## src/design/kplc_pkg.sv

```systemverilog
`default_nettype none
package kplc_pkg;

    localparam int PIN_DIGITS_DEF = 4;

    localparam logic [15:0] PIN_CODE_RST = 16'h1234;
    localparam logic [15:0] TPS_RST      = 16'd31;
    localparam logic [7:0]  TIMEOUT_RST  = 8'd5;
    localparam logic [7:0]  REMOTE_RST   = 8'd84;

    localparam int CFG_AW = 2;
    localparam int CFG_DW = 16;

    typedef enum logic [CFG_AW-1:0] {
        REG_PIN_CODE = 2'd0,
        REG_TPS      = 2'd1,
        REG_TIMEOUT  = 2'd2,
        REG_REMOTE   = 2'd3
    } t_reg_idx;

    typedef enum logic [2:0] {
        OP_TICK   = 3'd0,
        OP_WAKE   = 3'd1,
        OP_SERIAL = 3'd2,
        OP_DIGIT  = 3'd3,
        OP_CLEAR  = 3'd4,
        OP_ENTER  = 3'd5
    } t_opcode;

    typedef enum logic [3:0] {
        ST_NONE       = 4'd0,
        ST_STORED     = 4'd1,
        ST_ERASED     = 4'd2,
        ST_GRANTED    = 4'd3,
        ST_DENIED     = 4'd4,
        ST_INCOMPLETE = 4'd5,
        ST_TIMEOUT    = 4'd6,
        ST_WAKE_OFF   = 4'd7,
        ST_WAKE_ON    = 4'd8
    } t_status;

    typedef struct packed {
        logic [15:0] pin_code;
        logic [15:0] ticks_per_second;
        logic [7:0]  idle_limit;
        logic [7:0]  remote_command;
    } t_cfg;

    typedef struct packed {
        logic [3:0] echo_digit;
        logic [2:0] entered_count;
        logic       screen_on;
        logic [3:0] status;
    } t_result;

endpackage
`default_nettype wire

```

## src/design/kplc_cfg.sv

```systemverilog
`default_nettype none
module kplc_cfg (
    input  wire logic                         i_clk,
    input  wire logic                         i_rst_n,
    input  wire logic                         i_cfg_we,
    input  wire logic [kplc_pkg::CFG_AW-1:0]  i_cfg_addr,
    input  wire logic [kplc_pkg::CFG_DW-1:0]  i_cfg_data,
    output kplc_pkg::t_cfg                    o_cfg
);
    import kplc_pkg::*;

    t_cfg r_cfg;

    always_ff @(posedge i_clk) begin
        if (!i_rst_n) begin
            r_cfg.pin_code         <= PIN_CODE_RST;
            r_cfg.ticks_per_second <= TPS_RST;
            r_cfg.idle_limit       <= TIMEOUT_RST;
            r_cfg.remote_command   <= REMOTE_RST;
        end else if (i_cfg_we) begin
            unique case (t_reg_idx'(i_cfg_addr))
                REG_PIN_CODE: r_cfg.pin_code         <= i_cfg_data;
                REG_TPS:      r_cfg.ticks_per_second <= i_cfg_data;
                REG_TIMEOUT:  r_cfg.idle_limit       <= i_cfg_data[7:0];
                REG_REMOTE:   r_cfg.remote_command   <= i_cfg_data[7:0];
                default:      ;
            endcase
        end
    end

    assign o_cfg = r_cfg;
endmodule
`default_nettype wire

```

## src/design/kplc_core.sv

```systemverilog
`default_nettype none
module kplc_core #(
    parameter int PIN_DIGITS = kplc_pkg::PIN_DIGITS_DEF
) (
    input  wire logic          i_clk,
    input  wire logic          i_rst_n,
    input  wire logic          i_fire,
    input  wire logic [2:0]    i_opcode,
    input  wire logic [3:0]    i_digit_value,
    input  wire logic [7:0]    i_serial_byte,
    input  wire kplc_pkg::t_cfg i_cfg,
    output kplc_pkg::t_result  o_result
);
    import kplc_pkg::*;

    localparam int CW = $clog2(PIN_DIGITS + 1);
    localparam int IW = (PIN_DIGITS > 1) ? $clog2(PIN_DIGITS) : 1;
    localparam logic [CW-1:0] FULL = CW'(PIN_DIGITS);

    logic [15:0]   r_tick, n_tick;
    logic [7:0]    r_sec, n_sec;
    logic          r_screen, n_screen;
    logic [CW-1:0] r_count, n_count;
    logic [3:0]    r_digits [PIN_DIGITS];

    logic [3:0]    w_pin_dig [PIN_DIGITS];
    logic          w_match;
    logic          w_store;
    logic [15:0]   w_tick_inc;
    logic [7:0]    w_sec_inc;
    t_status       w_status;
    logic [3:0]    w_echo;

    // pin digit i sits in nibble PIN_DIGITS-1-i, nibbles past the register read as zero
    for (genvar gi = 0; gi < PIN_DIGITS; gi++) begin : g_pin
        if (PIN_DIGITS - 1 - gi < 4) begin : g_in
            assign w_pin_dig[gi] = i_cfg.pin_code[4*(PIN_DIGITS-1-gi) +: 4];
        end else begin : g_out
            assign w_pin_dig[gi] = 4'd0;
        end
    end

    always_comb begin
        w_match = 1'b1;
        for (int i = 0; i < PIN_DIGITS; i++) begin
            if (r_digits[i] != w_pin_dig[i]) begin
                w_match = 1'b0;
            end
        end
    end

    assign w_tick_inc = r_tick + 16'd1;
    assign w_sec_inc  = r_sec + 8'd1;

    always_comb begin
        n_tick   = r_tick;
        n_sec    = r_sec;
        n_screen = r_screen;
        n_count  = r_count;
        w_status = ST_NONE;
        w_echo   = 4'd0;
        w_store  = 1'b0;
        unique case (t_opcode'(i_opcode))
            OP_TICK: begin
                if (r_screen) begin
                    n_tick = w_tick_inc;
                    if (w_tick_inc >= i_cfg.ticks_per_second) begin
                        n_tick = 16'd0;
                        n_sec  = w_sec_inc;
                        if (w_sec_inc >= i_cfg.idle_limit) begin
                            n_sec    = 8'd0;
                            n_screen = 1'b0;
                            w_status = ST_TIMEOUT;
                        end
                    end
                end
            end
            OP_WAKE, OP_SERIAL: begin
                if (t_opcode'(i_opcode) == OP_WAKE ||
                    i_serial_byte == i_cfg.remote_command) begin
                    n_tick   = 16'd0;
                    n_sec    = 8'd0;
                    n_count  = '0;
                    n_screen = !r_screen;
                    w_status = r_screen ? ST_WAKE_OFF : ST_WAKE_ON;
                end
            end
            OP_DIGIT: begin
                if (r_screen) begin
                    n_tick = 16'd0;
                    n_sec  = 8'd0;
                    if (i_digit_value <= 4'd9 && r_count < FULL) begin
                        w_store  = 1'b1;
                        n_count  = r_count + CW'(1);
                        w_status = ST_STORED;
                        w_echo   = i_digit_value;
                    end
                end
            end
            OP_CLEAR: begin
                if (r_screen) begin
                    n_tick = 16'd0;
                    n_sec  = 8'd0;
                    if (r_count != '0) begin
                        n_count  = r_count - CW'(1);
                        w_status = ST_ERASED;
                    end
                end
            end
            OP_ENTER: begin
                if (r_screen) begin
                    n_tick  = 16'd0;
                    n_sec   = 8'd0;
                    n_count = '0;
                    if (r_count == FULL) begin
                        w_status = w_match ? ST_GRANTED : ST_DENIED;
                    end else begin
                        w_status = ST_INCOMPLETE;
                    end
                end
            end
            default: ;
        endcase
    end

    always_ff @(posedge i_clk) begin
        if (!i_rst_n) begin
            r_tick   <= 16'd0;
            r_sec    <= 8'd0;
            r_screen <= 1'b1;
            r_count  <= '0;
        end else if (i_fire) begin
            r_tick   <= n_tick;
            r_sec    <= n_sec;
            r_screen <= n_screen;
            r_count  <= n_count;
        end
    end

    always_ff @(posedge i_clk) begin
        if (i_fire && w_store) begin
            r_digits[r_count[IW-1:0]] <= i_digit_value;
        end
    end

    always_comb begin
        o_result.status        = w_status;
        o_result.screen_on     = n_screen;
        o_result.entered_count = 3'(n_count);
        o_result.echo_digit    = w_echo;
    end
endmodule
`default_nettype wire

```

## src/design/kplc_skid.sv

```systemverilog
`default_nettype none
module kplc_skid (
    input  wire logic              i_clk,
    input  wire logic              i_rst_n,
    input  wire logic              i_push,
    input  wire kplc_pkg::t_result i_data,
    output logic                   o_ready,
    output logic                   o_valid,
    input  wire logic              i_pop_ready,
    output kplc_pkg::t_result      o_data
);
    import kplc_pkg::*;

    logic    r_main_valid, n_main_valid;
    logic    r_skid_valid, n_skid_valid;
    t_result r_main, n_main;
    t_result r_skid, n_skid;
    logic    w_pop;

    assign w_pop = r_main_valid && i_pop_ready;

    always_comb begin
        n_main_valid = r_main_valid;
        n_skid_valid = r_skid_valid;
        n_main       = r_main;
        n_skid       = r_skid;
        if (w_pop) begin
            if (r_skid_valid) begin
                n_main       = r_skid;
                n_skid_valid = 1'b0;
            end else begin
                n_main_valid = i_push;
                n_main       = i_data;
            end
        end else if (i_push) begin
            if (!r_main_valid) begin
                n_main_valid = 1'b1;
                n_main       = i_data;
            end else begin
                n_skid_valid = 1'b1;
                n_skid       = i_data;
            end
        end
    end

    always_ff @(posedge i_clk) begin
        if (!i_rst_n) begin
            r_main_valid <= 1'b0;
            r_skid_valid <= 1'b0;
        end else begin
            r_main_valid <= n_main_valid;
            r_skid_valid <= n_skid_valid;
        end
    end

    always_ff @(posedge i_clk) begin
        r_main <= n_main;
        r_skid <= n_skid;
    end

    assign o_ready = !r_skid_valid;
    assign o_valid = r_main_valid;
    assign o_data  = r_main;
endmodule
`default_nettype wire

```

## src/design/keypad_pin_lock_controller_top.sv

```systemverilog
// keypad pin lock controller
// input stream carries one event per transfer: tuser is the event kind
// (tick, wake, serial byte, digit, clear, enter), tdata the digit and byte.
// output stream carries exactly one result per event: status, screen flag,
// digit count and echoed digit.
// configuration is a plain write port (pin code, ticks per second, timeout
// seconds, remote command), to be written only while no event is in flight;
// the user must keep to this, as the block does not enforce it.
// throughput: one event per cycle while s_axis_tready is high; all event
// logic is one pass of combinational logic between the state registers and
// the output register. the output side has a two-entry skid, so
// s_axis_tready depends only on local state; when the receiver stalls two
// results are held and then s_axis_tready drops until the output moves again.
// reset: state cleared, screen on, empty entry, registers at defaults,
// no results pending.
`default_nettype none
module keypad_pin_lock_controller_top #(
    parameter int PIN_DIGITS = kplc_pkg::PIN_DIGITS_DEF
) (
    input  wire logic                         i_clk,
    input  wire logic                         i_rst_n,
    input  wire logic                         i_cfg_we,
    input  wire logic [kplc_pkg::CFG_AW-1:0]  i_cfg_addr,
    input  wire logic [kplc_pkg::CFG_DW-1:0]  i_cfg_data,
    input  wire logic                         s_axis_tvalid,
    output logic                              s_axis_tready,
    // digit_value [3:0], serial_byte [11:4], zero [15:12]
    input  wire logic [15:0]                  s_axis_tdata,
    // opcode [2:0]
    input  wire logic [2:0]                   s_axis_tuser,
    output logic                              m_axis_tvalid,
    input  wire logic                         m_axis_tready,
    // status [3:0], screen_on [4], entered_count [7:5], echo_digit [11:8], zero [15:12]
    output logic [15:0]                       m_axis_tdata
);
    import kplc_pkg::*;

    t_cfg    w_cfg;
    t_result w_result;
    t_result w_out;
    logic    w_fire;

    assign w_fire = s_axis_tvalid && s_axis_tready;

    kplc_cfg u_cfg (
        .i_clk      (i_clk),
        .i_rst_n    (i_rst_n),
        .i_cfg_we   (i_cfg_we),
        .i_cfg_addr (i_cfg_addr),
        .i_cfg_data (i_cfg_data),
        .o_cfg      (w_cfg)
    );

    kplc_core #(
        .PIN_DIGITS (PIN_DIGITS)
    ) u_core (
        .i_clk         (i_clk),
        .i_rst_n       (i_rst_n),
        .i_fire        (w_fire),
        .i_opcode      (s_axis_tuser),
        .i_digit_value (s_axis_tdata[3:0]),
        .i_serial_byte (s_axis_tdata[11:4]),
        .i_cfg         (w_cfg),
        .o_result      (w_result)
    );

    kplc_skid u_skid (
        .i_clk       (i_clk),
        .i_rst_n     (i_rst_n),
        .i_push      (w_fire),
        .i_data      (w_result),
        .o_ready     (s_axis_tready),
        .o_valid     (m_axis_tvalid),
        .i_pop_ready (m_axis_tready),
        .o_data      (w_out)
    );

    assign m_axis_tdata = {4'd0, w_out};
endmodule
`default_nettype wire

```

## config.mk

```make
export PLATFORM = sky130hd
export DESIGN_NAME = keypad_pin_lock_controller_top
export DESIGN_NICKNAME = d
export VERILOG_FILES = /design/src/design/kplc_pkg.sv /design/src/design/kplc_cfg.sv /design/src/design/kplc_core.sv /design/src/design/kplc_skid.sv /design/src/design/keypad_pin_lock_controller_top.sv
export SDC_FILE = /design/constraint.sdc
export NUM_CORES = 1
export LEC_CHECK = 0
export ABC_AREA = 1
export BUFFER_PORTS_ARGS = -buffer_cell sky130_fd_sc_hd__buf_2
export CORE_MARGIN = 2
export CORE_UTILIZATION = 30
export DETAILED_ROUTE_END_ITERATION = 10
export PLACE_DENSITY = 0.5
export SETUP_SLACK_MARGIN = 0.1
export SLEW_MARGIN = 25
export SYNTH_ARGS = -nofsm -noshare
export SYNTH_HDL_FRONTEND = slang
export SYNTH_SLANG_ARGS = --single-unit
```

## constraint.sdc

```tcl
create_clock -name i_clk -period 3.4 [get_ports i_clk]
set_input_delay 0 -clock i_clk [delete_from_list [all_inputs] [get_ports i_clk]]
set_output_delay 0 -clock i_clk [all_outputs]
set_load 0.01 [all_outputs]
```

==> flow_metrics.tcl <==
set metrics [dict create \
    outcome "finished, final reports clean" \
    fp.dieH_um 149 \
    initial_core_util_pct 30.4 \
    dr.pass1.iters 5 \
    p_leak_nw 3.52 \
    min_path_type "primary input to flip-flop" \
    timing.rr.start "u_core.r_tick[0]" \
    layout-drive-gt1-share_pct 11.1 \
    grt_pass1_vias 4946 \
    worst_pin_slew_ps 658 \
    yosysTopAreaCellShare_pct 24.7 \
    grtUsageTotal_pct 14.7 \
    grt_overflow 0 \
    num_rows 53 \
    synth_largest_area_cell "dfxtp_1" \
    cts.path.max_buffers 2 \
    dp_hpwl_um 10900 \
    required_ps 3700 \
    cpMaxStageDelayCell "dfxtp_1" \
    cts_tree "done" \
    cts-root-buf "clkbuf_16" \
    peakVddDrop_v 0.000366 \
    port_buffers 51 \
    cts.clk_slew.worst_paths_ps 60 \
    ant_nets 0 \
    startpoint "u_core.r_tick[0]" \
    stdcell_count 1189 \
    skew_ps 6.82 \
    wire_per_inst_um 13.0 \
    dieArea_mm2 0.0222 \
    initialDrtViolationCount 293 \
    htreeDepth 4 \
    area_delta_synth_final_pct 20.6 \
    critPathTopFamily "simple AND/OR/NAND/NOR gates" \
    clkLatencyLatePin_ps 410 \
    finalNetCount 981 \
    rsz0062_at_grt "false" \
    wl_met2_um 6920 \
    path_cells "ha_1 > nand3_1 > inv_1 > nand3_1 > xor2_1 > inv_1 > ha_1 > nand4_1 > nor3_1 > nand2_1 > nand2_1 > clkinvlp_4 > nand3_1 > nand2_1 > o211ai_1 > inv_1" \
    hp-start "i_cfg_we" \
    grt_pass1_wl_um 25300 \
    dr_wl_met3_um 437 \
    p_per_area_mw_per_mm2 488 \
    endpoint_kind "flip-flop" \
    core_mm2 0.0208 \
    syn_area_mm2 0.00632 \
    antennaDiodeCount 0 \
    antenna_found_initial 0 \
    viasPerCell 4.46 \
    drv_slew 0 \
    setup_tns_ps 0 \
    finalHoldViolations 0 \
    synth_area_leaders "dfxtp_1 (25%), edfxtp_1 (19%), nand2_1 (11%)" \
    wl_met1_um 7760 \
    gp_congestion 0.845 \
    fin_crit_sh_pct 84.5 \
    io_pins 60 \
    max-cap-violations 0 \
    fin_crit_ps 2870 \
    grt_start_max_net_pins 62 \
    timing.critical_path.buf_inv 4 \
    ys_warn_count 0 \
    ys_seq_elements 118 \
    path_class "flip-flop to flip-flop" \
    synth_cells 825 \
    slew_headroom_pct 56.1 \
    highest_layer "met4" \
    ys_seq_area_share_pct 43.7 \
    dp_cells 1134 \
    synth.distinct_cells 36 \
    vias 5298 \
    clock-sinks 118 \
    fmax_ghz 0.348 \
    cp-start-kind "flip-flop" \
    cp_slowest_stage_delay_ps 410 \
    wl_um 15500 \
    drc_errors 0 \
    critPathArrivalTime_ps 3180 \
    worstPathMaxFanout 16 \
    cts_buffers 17 \
    synth_area_per_cell_um2 7.66 \
    dieWidth_um 149 \
    setup_viol 0 \
]
==> power breakdown <==
| part | internal (mW) | switching [mW] | leakage (nW) |
|---|---|---|---|
| clock | 1.08 | 0.627 | 0.273 |
| combinational | 0.157 | 0.286 | 2.24 |
| sequential | 1.53 | 0.0354 | 1.00 |
| total | 2.77 | 0.949 | 3.52 |
==> cells in the final DEF (no fill, tap or decap), types with 2 or more instances in the layout <==
master	netlist	routed
clkbuf_16	0	17
o21ai_0	46	46
nand3_2	2	2
inv_2	3	3
conb_1	1	4
inv_1	118	117
clkinv_1	3	6
or2_0	2	2
ha_1	38	38
xnor2_1	11	11
nand2_2	3	3
nand2_1	180	180
nor3_1	10	10
nand3_1	30	30
nor2_1	97	97
buf_2	3	51
bufinv_16	0	2
buf_4	5	4
clkinv_2	0	4
nor3_2	2	2
xor2_1	16	16
o211ai_1	10	10
nand4_1	28	28
clkbuf_1	14	3
or2_2	2	2
dfxtp_1	78	78
edfxtp_1	40	40
clkinvlp_4	0	2
dlygate4sd3_1	0	23
a21oi_1	69	69
nor2_2	3	3
==> flip-flops by register name, indices dropped and copies added, names as in the netlist, 3 cells and up <==
name and flops:
u_cfg.o_cfg 48, u_core.r_digits 16, u_core.r_tick 16, u_skid.o_data 12, u_skid.r_skid 12, u_core.r_sec 8
u_core.r_count 3
==> worst register-to-register path, delay by kind of cell, from the launching register on <==
kind            cells  cell delay [ps]
simple gates        8              990
buf+inv             4              600
fa+ha+maj           2              530
flops               1              410
xor+xnor            1              150
compound gates      1               90
==> synth_stat cells (all sizes together) <==
master	count
clkinv	3
dfxtp	78
nand3	32
a21boi	1
nor3	13
nor2	101
xnor2	11
edfxtp	40
conb	1
xor2	16
nand4	28
o21ai	47
buf	10
nand2	184
ha	38
nand3b	1
or2	4
o21bai	1
o211ai	10
inv	122
a21oi	69
o21a	1
clkbuf	14
==> layout make-up <==
cell class,count,area (µm²)
sequential,118,2760
timing repair buffer,78,515
fill,2215,13200
clock inverter,11,108
tap,275,344
clock buffer,21,450
multi-input combinational,561,2970
inverter,125,475
==> cells by family (layout without fill, tap and decap cells) <==
family                     Yosys count  count (layout)  synth area share, %
xor gates and xnor gates            27              27                 3.74
AOI/OAI and AO/OA                  129             129                 10.7
other                                1               4               0.0593
adders and majority gates           38              38                 7.52
DFF                                118             118                 43.7
and+or+nand+nor                    363             363                 24.7
buffers and inverters              149             235                 9.48
==> path summary, 6_finish.rpt <==
kind         slack, ps  cells after the start                 to
max                530                     16  u_core.r_tick[15]
min                 20                      5     u_cfg.o_cfg[8]
max reg2reg        530                     16  u_core.r_tick[15]
min reg2reg        460                      2    u_cfg.o_cfg[28]
==> stage by stage <==
step                      cell area, µm²  hold WS [ps]  power [mW]  util (%)  setup slack [ps]
after floorplan                     6330          98.9        1.88         -              1040
after global placement              6830           263        2.01      32.8               500
after detailed placement            6830           263        2.02      32.8               500
after CTS                           7620          3.53        3.76      36.6               466
after global routing                7620          56.0        3.90      36.6               167
final                               7620          24.1        3.72      36.6               527
==> per-layer routing <==
| metal | vias up | global-route usage [%] |
|---|---|---|
| li1 | 2811 | - |
| met1 | 2391 | 19.5 |
| met2 | 72 | 23.1 |
| met3 | 24 | 3.36 |
| met4 | 0 | 6.05 |
| met5 | - | 0 |
==> what timing repair did <==
item	CTS	global route
endpoints found under the hold margin	66	0
setup buffers	0	0
endpoints found under the setup margin	0	1
hold buffers	23	0
resized for setup	0	1
No activity file was read; power rests on OpenSTA's default activity.
